<file path="src/rtl/hafl_pkg.sv">
// Shared types, constants and codes of the heap allocator.
package hafl_pkg;

   localparam int ADDR_BITS      = 16;
   localparam int MAX_BLOCKS     = 64;
   localparam int REGISTRY_DEPTH = 96;
   localparam int LEN_W          = ADDR_BITS + 1;
   localparam int CNT_W          = $clog2(MAX_BLOCKS + 1);
   localparam int FIDX_W         = $clog2(MAX_BLOCKS);
   localparam int SLOT_W         = $clog2(REGISTRY_DEPTH + 1);
   localparam int BIT_W          = $clog2(LEN_W);
   localparam logic [LEN_W-1:0] HEAP_MAX = LEN_W'(1) << ADDR_BITS;
   localparam logic [CNT_W-1:0] BLOCKS_MAX = CNT_W'(MAX_BLOCKS);

   typedef enum logic [2:0] {
      ST_OK        = 3'd0,
      ST_BAD_SIZE  = 3'd1,
      ST_LIVE_LIM  = 3'd2,
      ST_NO_MEM    = 3'd3,
      ST_OUT_RANGE = 3'd4,
      ST_NOT_FOUND = 3'd5,
      ST_FULL      = 3'd6
   } status_type;

   typedef enum logic [1:0] {
      CSR_HEAP_BYTES = 2'd0,
      CSR_MAX_LIVE   = 2'd1
   } csr_index_type;

   typedef enum logic [0:0] {
      OP_ALLOC = 1'b0,
      OP_FREE  = 1'b1
   } op_type;

   typedef struct packed {
      logic              op;
      logic [LEN_W-1:0]  req_bytes;
      logic [LEN_W-1:0]  block_addr;
   } req_type;

   typedef struct packed {
      logic [ADDR_BITS-1:0] granted_addr;
      status_type           status;
      logic [LEN_W-1:0]     allocated_total;
      logic [LEN_W-1:0]     available_total;
   } rsp_type;

   typedef enum logic [4:0] {
      C_NONE,
      C_LOAD,
      C_FAIL,
      C_BEGIN_BUMP,
      C_BEGIN_FREE,
      C_BEGIN_FIT,
      C_MOD_STEP,
      C_PROBE_NEXT,
      C_PM_RD,
      C_PM_HIT,
      C_RD_I,
      C_NEXT_I,
      C_INS_POS,
      C_SHUP_RD,
      C_SHUP_WR,
      C_INS_WR,
      C_FIT_HIT,
      C_CO_START,
      C_FIT_AGAIN,
      C_RD_ZERO,
      C_RD_J,
      C_SRT_LD,
      C_SRT_CK,
      C_SRT_LAST,
      C_MRG_LD,
      C_MRG_CK,
      C_MRG_LAST,
      C_ALLOC_UPD,
      C_SHDN_RD,
      C_SHDN_WR,
      C_SHDN_END,
      C_REC
   } dp_cmd_type;

   typedef struct packed {
      dp_cmd_type cmd;
      status_type code;
      logic       resp;
   } ctl_cmd_type;

   typedef struct packed {
      logic is_free;
      logic bad_size;
      logic live_full;
      logic from_bump;
      logic out_range;
      logic mod_last;
      logic probe_end;
      logic slot_empty;
      logic match;
      logic flist_full;
      logic scan_end;
      logic fit_ok;
      logic ins_here;
      logic shup_done;
      logic pass_end;
      logic few;
      logic count_zero;
      logic swapped;
      logic mode_len;
      logic coalesced;
      logic bump_sel;
      logic split;
      logic shdn_done;
      logic rsp_full;
   } dp_stat_type;

   typedef enum logic [4:0] {
      S_IDLE,
      S_CHECK,
      S_MOD,
      S_PE,
      S_PM_RD,
      S_PM_CK,
      S_INS_RD,
      S_INS_CK,
      S_SHUP,
      S_SHUP_WR,
      S_INS_WR,
      S_FIT_RD,
      S_FIT_CK,
      S_SRT_INIT,
      S_SRT_LD,
      S_SRT_RD,
      S_SRT_CK,
      S_SRT_END,
      S_MRG_LD,
      S_MRG_RD,
      S_MRG_CK,
      S_SHDN,
      S_SHDN_WR,
      S_REC,
      S_DONE
   } ctl_state_type;

endpackage

</file>
<file path="src/rtl/hafl_ctrl.sv">
// Sequencer of the heap allocator: steps the datapath through each request.
module hafl_ctrl (
   input  logic                  clock,
   input  logic                  reset,
   input  logic                  req_valid,
   output logic                  req_stall,
   input  hafl_pkg::dp_stat_type stat,
   output hafl_pkg::ctl_cmd_type ctl
);

   hafl_pkg::ctl_state_type state_ff, state_in;

   always_ff @(posedge clock) begin
      if (reset) begin
         state_ff <= hafl_pkg::S_IDLE;
      end else begin
         state_ff <= state_in;
      end
   end

   assign req_stall = (state_ff != hafl_pkg::S_IDLE);

   always_comb begin
      state_in = state_ff;
      unique case (state_ff)
         hafl_pkg::S_IDLE: begin
            if (req_valid) state_in = hafl_pkg::S_CHECK;
         end
         hafl_pkg::S_CHECK: begin
            if (stat.is_free) begin
               state_in = stat.out_range ? hafl_pkg::S_DONE : hafl_pkg::S_MOD;
            end else if (stat.bad_size || stat.live_full) begin
               state_in = hafl_pkg::S_DONE;
            end else if (stat.from_bump) begin
               state_in = hafl_pkg::S_MOD;
            end else begin
               state_in = hafl_pkg::S_FIT_RD;
            end
         end
         hafl_pkg::S_MOD: begin
            if (stat.mod_last) state_in = stat.is_free ? hafl_pkg::S_PM_RD : hafl_pkg::S_PE;
         end
         hafl_pkg::S_PE: begin
            priority if (stat.probe_end) state_in = hafl_pkg::S_DONE;
            else if (stat.slot_empty) begin
               state_in = (stat.bump_sel || stat.split) ? hafl_pkg::S_REC : hafl_pkg::S_SHDN;
            end else state_in = hafl_pkg::S_PE;
         end
         hafl_pkg::S_PM_RD: begin
            state_in = stat.probe_end ? hafl_pkg::S_DONE : hafl_pkg::S_PM_CK;
         end
         hafl_pkg::S_PM_CK: begin
            if (stat.match) begin
               state_in = stat.flist_full ? hafl_pkg::S_DONE : hafl_pkg::S_INS_RD;
            end else begin
               state_in = hafl_pkg::S_PM_RD;
            end
         end
         hafl_pkg::S_INS_RD: begin
            state_in = stat.scan_end ? hafl_pkg::S_SHUP : hafl_pkg::S_INS_CK;
         end
         hafl_pkg::S_INS_CK: begin
            state_in = stat.ins_here ? hafl_pkg::S_SHUP : hafl_pkg::S_INS_RD;
         end
         hafl_pkg::S_SHUP: begin
            state_in = stat.shup_done ? hafl_pkg::S_INS_WR : hafl_pkg::S_SHUP_WR;
         end
         hafl_pkg::S_SHUP_WR: state_in = hafl_pkg::S_SHUP;
         hafl_pkg::S_INS_WR:  state_in = hafl_pkg::S_DONE;
         hafl_pkg::S_FIT_RD: begin
            priority if (!stat.scan_end) state_in = hafl_pkg::S_FIT_CK;
            else if (stat.coalesced) state_in = hafl_pkg::S_DONE;
            else if (stat.count_zero) state_in = hafl_pkg::S_FIT_RD;
            else state_in = hafl_pkg::S_SRT_INIT;
         end
         hafl_pkg::S_FIT_CK: begin
            state_in = stat.fit_ok ? hafl_pkg::S_MOD : hafl_pkg::S_FIT_RD;
         end
         hafl_pkg::S_SRT_INIT: begin
            priority if (!stat.few) state_in = hafl_pkg::S_SRT_LD;
            else if (stat.mode_len) state_in = hafl_pkg::S_FIT_RD;
            else state_in = hafl_pkg::S_MRG_LD;
         end
         hafl_pkg::S_SRT_LD: state_in = hafl_pkg::S_SRT_RD;
         hafl_pkg::S_SRT_RD: begin
            state_in = stat.pass_end ? hafl_pkg::S_SRT_END : hafl_pkg::S_SRT_CK;
         end
         hafl_pkg::S_SRT_CK: state_in = hafl_pkg::S_SRT_RD;
         hafl_pkg::S_SRT_END: begin
            priority if (stat.swapped) state_in = hafl_pkg::S_SRT_INIT;
            else if (stat.mode_len) state_in = hafl_pkg::S_FIT_RD;
            else state_in = hafl_pkg::S_MRG_LD;
         end
         hafl_pkg::S_MRG_LD: state_in = hafl_pkg::S_MRG_RD;
         hafl_pkg::S_MRG_RD: begin
            state_in = stat.pass_end ? hafl_pkg::S_SRT_INIT : hafl_pkg::S_MRG_CK;
         end
         hafl_pkg::S_MRG_CK: state_in = hafl_pkg::S_MRG_RD;
         hafl_pkg::S_SHDN: begin
            state_in = stat.shdn_done ? hafl_pkg::S_REC : hafl_pkg::S_SHDN_WR;
         end
         hafl_pkg::S_SHDN_WR: state_in = hafl_pkg::S_SHDN;
         hafl_pkg::S_REC:     state_in = hafl_pkg::S_DONE;
         hafl_pkg::S_DONE: begin
            if (!stat.rsp_full) state_in = hafl_pkg::S_IDLE;
         end
         default: state_in = hafl_pkg::S_IDLE;
      endcase
   end

   always_comb begin
      ctl.cmd  = hafl_pkg::C_NONE;
      ctl.code = hafl_pkg::ST_OK;
      ctl.resp = 1'b0;
      unique case (state_ff)
         hafl_pkg::S_IDLE: begin
            if (req_valid) ctl.cmd = hafl_pkg::C_LOAD;
         end
         hafl_pkg::S_CHECK: begin
            if (stat.is_free) begin
               if (stat.out_range) begin
                  ctl.cmd  = hafl_pkg::C_FAIL;
                  ctl.code = hafl_pkg::ST_OUT_RANGE;
               end else begin
                  ctl.cmd = hafl_pkg::C_BEGIN_FREE;
               end
            end else if (stat.bad_size) begin
               ctl.cmd  = hafl_pkg::C_FAIL;
               ctl.code = hafl_pkg::ST_BAD_SIZE;
            end else if (stat.live_full) begin
               ctl.cmd  = hafl_pkg::C_FAIL;
               ctl.code = hafl_pkg::ST_LIVE_LIM;
            end else if (stat.from_bump) begin
               ctl.cmd = hafl_pkg::C_BEGIN_BUMP;
            end else begin
               ctl.cmd = hafl_pkg::C_BEGIN_FIT;
            end
         end
         hafl_pkg::S_MOD: ctl.cmd = hafl_pkg::C_MOD_STEP;
         hafl_pkg::S_PE: begin
            priority if (stat.probe_end) begin
               ctl.cmd  = hafl_pkg::C_FAIL;
               ctl.code = hafl_pkg::ST_FULL;
            end else if (stat.slot_empty) ctl.cmd = hafl_pkg::C_ALLOC_UPD;
            else ctl.cmd = hafl_pkg::C_PROBE_NEXT;
         end
         hafl_pkg::S_PM_RD: begin
            if (stat.probe_end) begin
               ctl.cmd  = hafl_pkg::C_FAIL;
               ctl.code = hafl_pkg::ST_NOT_FOUND;
            end else begin
               ctl.cmd = hafl_pkg::C_PM_RD;
            end
         end
         hafl_pkg::S_PM_CK: begin
            if (stat.match) begin
               if (stat.flist_full) begin
                  ctl.cmd  = hafl_pkg::C_FAIL;
                  ctl.code = hafl_pkg::ST_FULL;
               end else begin
                  ctl.cmd = hafl_pkg::C_PM_HIT;
               end
            end else begin
               ctl.cmd = hafl_pkg::C_PROBE_NEXT;
            end
         end
         hafl_pkg::S_INS_RD: begin
            ctl.cmd = stat.scan_end ? hafl_pkg::C_INS_POS : hafl_pkg::C_RD_I;
         end
         hafl_pkg::S_INS_CK: begin
            ctl.cmd = stat.ins_here ? hafl_pkg::C_INS_POS : hafl_pkg::C_NEXT_I;
         end
         hafl_pkg::S_SHUP: begin
            if (!stat.shup_done) ctl.cmd = hafl_pkg::C_SHUP_RD;
         end
         hafl_pkg::S_SHUP_WR: ctl.cmd = hafl_pkg::C_SHUP_WR;
         hafl_pkg::S_INS_WR:  ctl.cmd = hafl_pkg::C_INS_WR;
         hafl_pkg::S_FIT_RD: begin
            priority if (!stat.scan_end) ctl.cmd = hafl_pkg::C_RD_I;
            else if (stat.coalesced) begin
               ctl.cmd  = hafl_pkg::C_FAIL;
               ctl.code = hafl_pkg::ST_NO_MEM;
            end else if (stat.count_zero) ctl.cmd = hafl_pkg::C_FIT_AGAIN;
            else ctl.cmd = hafl_pkg::C_CO_START;
         end
         hafl_pkg::S_FIT_CK: begin
            ctl.cmd = stat.fit_ok ? hafl_pkg::C_FIT_HIT : hafl_pkg::C_NEXT_I;
         end
         hafl_pkg::S_SRT_INIT: begin
            priority if (!stat.few) ctl.cmd = hafl_pkg::C_RD_ZERO;
            else if (stat.mode_len) ctl.cmd = hafl_pkg::C_FIT_AGAIN;
            else ctl.cmd = hafl_pkg::C_RD_ZERO;
         end
         hafl_pkg::S_SRT_LD: ctl.cmd = hafl_pkg::C_SRT_LD;
         hafl_pkg::S_SRT_RD: begin
            ctl.cmd = stat.pass_end ? hafl_pkg::C_SRT_LAST : hafl_pkg::C_RD_J;
         end
         hafl_pkg::S_SRT_CK: ctl.cmd = hafl_pkg::C_SRT_CK;
         hafl_pkg::S_SRT_END: begin
            priority if (stat.swapped) ctl.cmd = hafl_pkg::C_NONE;
            else if (stat.mode_len) ctl.cmd = hafl_pkg::C_FIT_AGAIN;
            else ctl.cmd = hafl_pkg::C_RD_ZERO;
         end
         hafl_pkg::S_MRG_LD: ctl.cmd = hafl_pkg::C_MRG_LD;
         hafl_pkg::S_MRG_RD: begin
            ctl.cmd = stat.pass_end ? hafl_pkg::C_MRG_LAST : hafl_pkg::C_RD_J;
         end
         hafl_pkg::S_MRG_CK: ctl.cmd = hafl_pkg::C_MRG_CK;
         hafl_pkg::S_SHDN: begin
            ctl.cmd = stat.shdn_done ? hafl_pkg::C_SHDN_END : hafl_pkg::C_SHDN_RD;
         end
         hafl_pkg::S_SHDN_WR: ctl.cmd = hafl_pkg::C_SHDN_WR;
         hafl_pkg::S_REC:     ctl.cmd = hafl_pkg::C_REC;
         hafl_pkg::S_DONE: begin
            ctl.resp = !stat.rsp_full;
         end
         default: ctl.cmd = hafl_pkg::C_NONE;
      endcase
   end

endmodule

</file>
<file path="config.mk">
export PLATFORM = sky130hd
export DESIGN_NAME = hafl_ctrl
export DESIGN_NICKNAME = d
export VERILOG_FILES = /design/src/rtl/hafl_pkg.sv /design/src/rtl/hafl_ctrl.sv
export SDC_FILE = /design/constraint.sdc
export NUM_CORES = 1
export LEC_CHECK = 0
export BUFFER_PORTS_ARGS = -buffer_cell sky130_fd_sc_hd__buf_4
export CAP_MARGIN = 20
export CORE_UTILIZATION = 29
export DETAILED_ROUTE_END_ITERATION = 10
export SLEW_MARGIN = 20
export SYNTH_ARGS = -nofsm -noshare
export SYNTH_HDL_FRONTEND = slang
export SYNTH_SLANG_ARGS = --single-unit
</file>
<file path="constraint.sdc">
create_clock -name clock -period 2.45 [get_ports clock]
set_clock_uncertainty 0.1 [all_clocks]
set_input_delay 0 -clock clock [delete_from_list [all_inputs] [get_ports clock]]
set_output_delay 0 -clock clock [all_outputs]
set_load 0.1 [all_outputs]
</file>
Yosys cells after proc, flatten, opt, wreduce, memory -nomap -nowiden
Cells that the tools add are included.

Register bits: 5. Latch bits: 0. RAM bits: 0. Bits in read-only memories: 0. Input port bits: 27. Output and inout bits: 10. Logic and storage cells: 100. Memories: 0.

$add $sub $neg: 0. Multipliers: 0. Div/mod/pow operators: 0. Magnitude comparators: 0. Equality and inequality tests: 27. Shifts and indexed selects: 0. Muxes and demuxes: 63. Bitwise gates (word level): 0. Reduce and logical (&&, ||, !) cells: 9.

Operator list (number): $mux W5 (24); $pmux W5 S24 (1); $pmux W5 S22 (1); $eq A5 B5 Y1 const B (9); $eq A5 B4 Y1 const B (8); $mux W4 (9); $mux W3 (11); $eq A5 B3 Y1 const B (4); $mux W2 (8); $mux W8 (2); $pmux W3 S5 (1); $eq A5 B2 Y1 const B (2); $mux W1 (6); $ne A2 B2 Y1 const B (3); $reduce_or A2 Y1 (3); $eq A5 B1 Y1 const B (1); $logic_not A5 Y1 (1); $reduce_bool A5 Y1 (1); $reduce_and A3 Y1 (1); $logic_or A1 B1 Y1 (2); $logic_not A1 Y1 (1).

Logic depth before layout (Yosys ltp)
Depth after elaboration: 5. Mapped depth: 8. Depth with buffers taken out: 5.

Least setup slack after synthesis
Ideal clock, no wire load.

Kind: flip-flop to output port. Start: register state_ff[0]. End: output port ctl[1] in the netlist's numbering. Arrival time: 4375 ps. Required time: 2350 ps. Slack: -2025 ps. Cell stages (with the launch flop): 5. Buffers on the path: 3. Path through: dfxtp_1 -> buf_2 -> buf_4 -> clkbuf_1 -> o311ai_0.

RTL lines: start: declaration (line hafl_ctrl.sv:11) `hafl_pkg::ctl_state_type state_ff, state_in;`; start signal: assignment (line hafl_ctrl.sv:15) `state_ff <= hafl_pkg::S_IDLE;`; start signal: assignment (line hafl_ctrl.sv:17) `state_ff <= state_in;`; end: declaration (line hafl_ctrl.sv:8) `output hafl_pkg::ctl_cmd_type ctl`.

==> parameters.txt <==
Parameter                              Value

Finish
  Layout overhead on the synthesized area    35.1%
  Area of combinational cells with multiple inputs    between 1000 and 1500 µm²
  Top register by number of flip-flops    state_ff
  Fillers    533
  Largest registers    state_ff x5
  Number of nets in the layout    between 300 and 400
  Final cell count without fillers    ~350
  Ratio of cells with drive above 1 in the final layout    0.269
  Sequential cell area    between 100 and 150 µm²
  Post-layout instance area    about 2000 µm²
  Util after Layout    0.412
  Count of antenna diodes in the layout    0
  Flip-flop count of the largest register after layout    5

Setup path
  Type of the worst setup path    reg2out
  Cell chain of the critical path    buf_4 -> nand2_1 -> or3_1 -> o22ai_1 -> a211o_1 -> buf_4
  Max Fanout on Critical Path    11
  Type of element capturing the critical path    output pin
  Required time at the worst-slack endpoint    between 2 and 2.5 ns
  Critical path's top delay family    simple AND/OR/NAND/NOR gates
  Slowest cell on crit path    sky130_fd_sc_hd__dfxtp_1
  Nature of the critical path startpoint    register
  Total buffers and inverters traversed by the critical path    2
  Most repeated library cell on the critical path    sky130_fd_sc_hd__buf_4
  Maximum single-stage delay on the critical path    0.57 ns
  Arrival time of data at the critical path endpoint    around 2.2 ns

Yosys
  Post-synth EDFFs    0
  Post-synthesis sequential area ratio    0.0686
  Gate count of the mapped netlist    ~240
  Synth top cells by count    sky130_fd_sc_hd__nand2_1, sky130_fd_sc_hd__nor2_1, sky130_fd_sc_hd__a21oi_1
  Largest area contributor in the synthesized netlist    sky130_fd_sc_hd__dfxtp_1
  Number of unique standard cell types used by synthesis    55
  Biggest area contributors in the synthesized netlist    sky130_fd_sc_hd__dfxtp_1, sky130_fd_sc_hd__a21oi_1, sky130_fd_sc_hd__nand2_1
  Async SR Flop Fraction    0
  Number of synthesized register bits    5
  Fraction of post-synthesis cell area in the top cell type by area    0.0686
  Most used flip-flop cell after synthesis    sky130_fd_sc_hd__dfxtp_1
  Post-Syn Nets    263
  Synthesized cell area    about 1500 µm²
  Yosys warning total    0
  Syn Area/Cell    between 6 and 7 µm²
  Cell with the most instances after synthesis    sky130_fd_sc_hd__nand2_1

GRT
  Maximum number of pins on one net before global-route repair    27
  Total track usage    0.226
  Initial antenna violation count    0
  Vias in the first global route    around 1800
  Global-route wire length before repair    approximately 9200 µm
  Remaining Overflow, GRT    0

Timing
  Headroom to the max-slew limit    0.641
  Final worst path period need    roughly 2.3 ns
  Slew at the pin closest to its max-slew limit    0.525 ns
  Final WS setup    between 0.1 and 0.15 ns
  Fraction of the cycle the final worst path needs    0.946
  Fmax    432 MHz
  RSZ-0062 raised after global routing    false
  Final Max Tran Viols    0
  Setup-failing EPs final    0
  Final hold violations    0

Placement
  HPWL after detailed placement    between 4000 and 5000 µm
  Cell area after placement    1910 µm²
  Total placed cells including tap cells    341
  Count of buffers from port buffering    36
  Global placement routability congestion    just under 1
  Setup slack at placement    between 0.2 and 0.3 ns

Clock network
  Buffer depth of the longest clock path    2
  Num Clock Sinks    5
  Clock root buffer    sky130_fd_sc_hd__clkbuf_8
  CTS tree    done
  CTS clk-pin slew, worst paths    ~0.040 ns
  Maximum level of the CTS H-tree    1
  Number of CTS-inserted buffers    3
  Source-to-sink clock delay at the later pin of the worst-skew pair    ~0.22 ns

Power
  Power density over the cells    1400 nW/µm²
  Worst ir drop on vdd    roughly 720 µV
  Design Power    roughly 2.8 mW
  Leakage power    between 0.8 and 0.9 nW

Floorplanning
  Ports    37
  Vertical die dimension    ~73 µm
  Core area    ~4800 µm²
  Initial cell density of the core    0.305
  Width of the chip    ~73 µm
  Number of cell rows    25
  Area of the die    about 5300 µm²

Worst hold path
  Worst hold-check path type    in2reg

Drt
  Number of DRC violations after detailed-routing iteration 0    249
  Routed WL per cell    16.7 µm
  Post-route antenna net violation count    0
  Detailed-router iteration count before antenna repair    6
  Final routed wirelength across all metal layers    5790 µm
  Drc violations    0
  Total via count after detailed routing    between 2000 and 2500
  Via/cell ratio    slightly below 6

Job
  Max-cap violation count    0

Status
  Outcome    finished, final reports clean
final timing paths:
check                            startpoint           to  slack [ns]  depth (start not counted)
worst max register to register  state_ff[1]  state_ff[3]        0.35                          5
worst min register to register  state_ff[3]  state_ff[1]        0.73                          3
worst max-delay path            state_ff[1]       ctl[6]        0.13                          6
worst min-delay path               stat[16]  state_ff[2]        0.09                          4
routing by layer:
metal  track usage  up-vias  routed length, µm
met5             0        -                  0
met4        0.0545        0                 97
met3        0.0525       14                728
met2         0.353      129               2520
met1         0.313      936               2450
li1              -      983                  -
cell type report:
type | count | area share
Clock buffer | 4 | 0.0229
Inverter | 5 | 0.00952
Timing Repair Buffer | 61 | 0.240
Multi-Input combinational cell | 204 | 0.633
Sequential cell | 5 | 0.0521
Tap cell | 67 | 0.0425
per-stage QoR:
stage	setup TNS (ns)	hold WS (ns)
after floorplan	-0.286	-0.0306
after global placement	0	0.116
after detailed placement	0	0.104
after CTS	0	0.0835
after global routing	0	0.116
final	0	0.0884
logic make-up (layout without fill, tap and decap cells):
kind of cell	Yosys count	in the layout	share of synthesized area
flip-flops	5	5	0.0686
AND/OR/NAND/NOR	122	122	0.455
AO/OA/AOI/OAI	79	79	0.364
multiplexers	2	2	0.0146
buffers and inverters	27	70	0.0918
XOR/XNOR	1	1	0.00600
layout by cell type, fill, tap and decap left out, drive strengths merged, types with 2 or more instances in the layout:
cell	n
nand2b	8
buf	60
nor3	14
a31oi	10
nor2	21
dfxtp	5
nand2	24
a2111oi	2
a21o	2
nand3b	4
nor3b	7
o31a	2
o22ai	3
a41oi	2
nor4	4
a221oi	2
a311oi	2
or3	7
a211o	2
a21oi	19
nand4	4
nor2b	10
o21ai	14
o21a	3
a32o	2
clkbuf	4
a211oi	3
nand3	10
nor4b	3
inv	5
tightest hold or removal path, stage by stage:
cell	delay, ns
sky130_fd_sc_hd__buf_4	0.10
sky130_fd_sc_hd__nand2_1	0.10
sky130_fd_sc_hd__nand2_1	0.08
sky130_fd_sc_hd__o31a_1	0.10
report_power, final:
group	switching, mW	total, mW	internal [mW]	leakage [nW]
clock network	0.0390	0.151	0.112	0.0228
logic	1.61	2.38	0.771	0.739
registers	0.119	0.237	0.118	0.0418
total	1.77	2.77	1.00	0.804
timing repair:
action                                  in CTS  in global routing
hold endpoints to repair                     2                  0
endpoints found under the setup margin       0                  7
gates resized for setup                      0                  3
hold buffers                                 1                  0
buffers inserted                             0                  0
No activity file was read; power rests on OpenSTA's default activity.
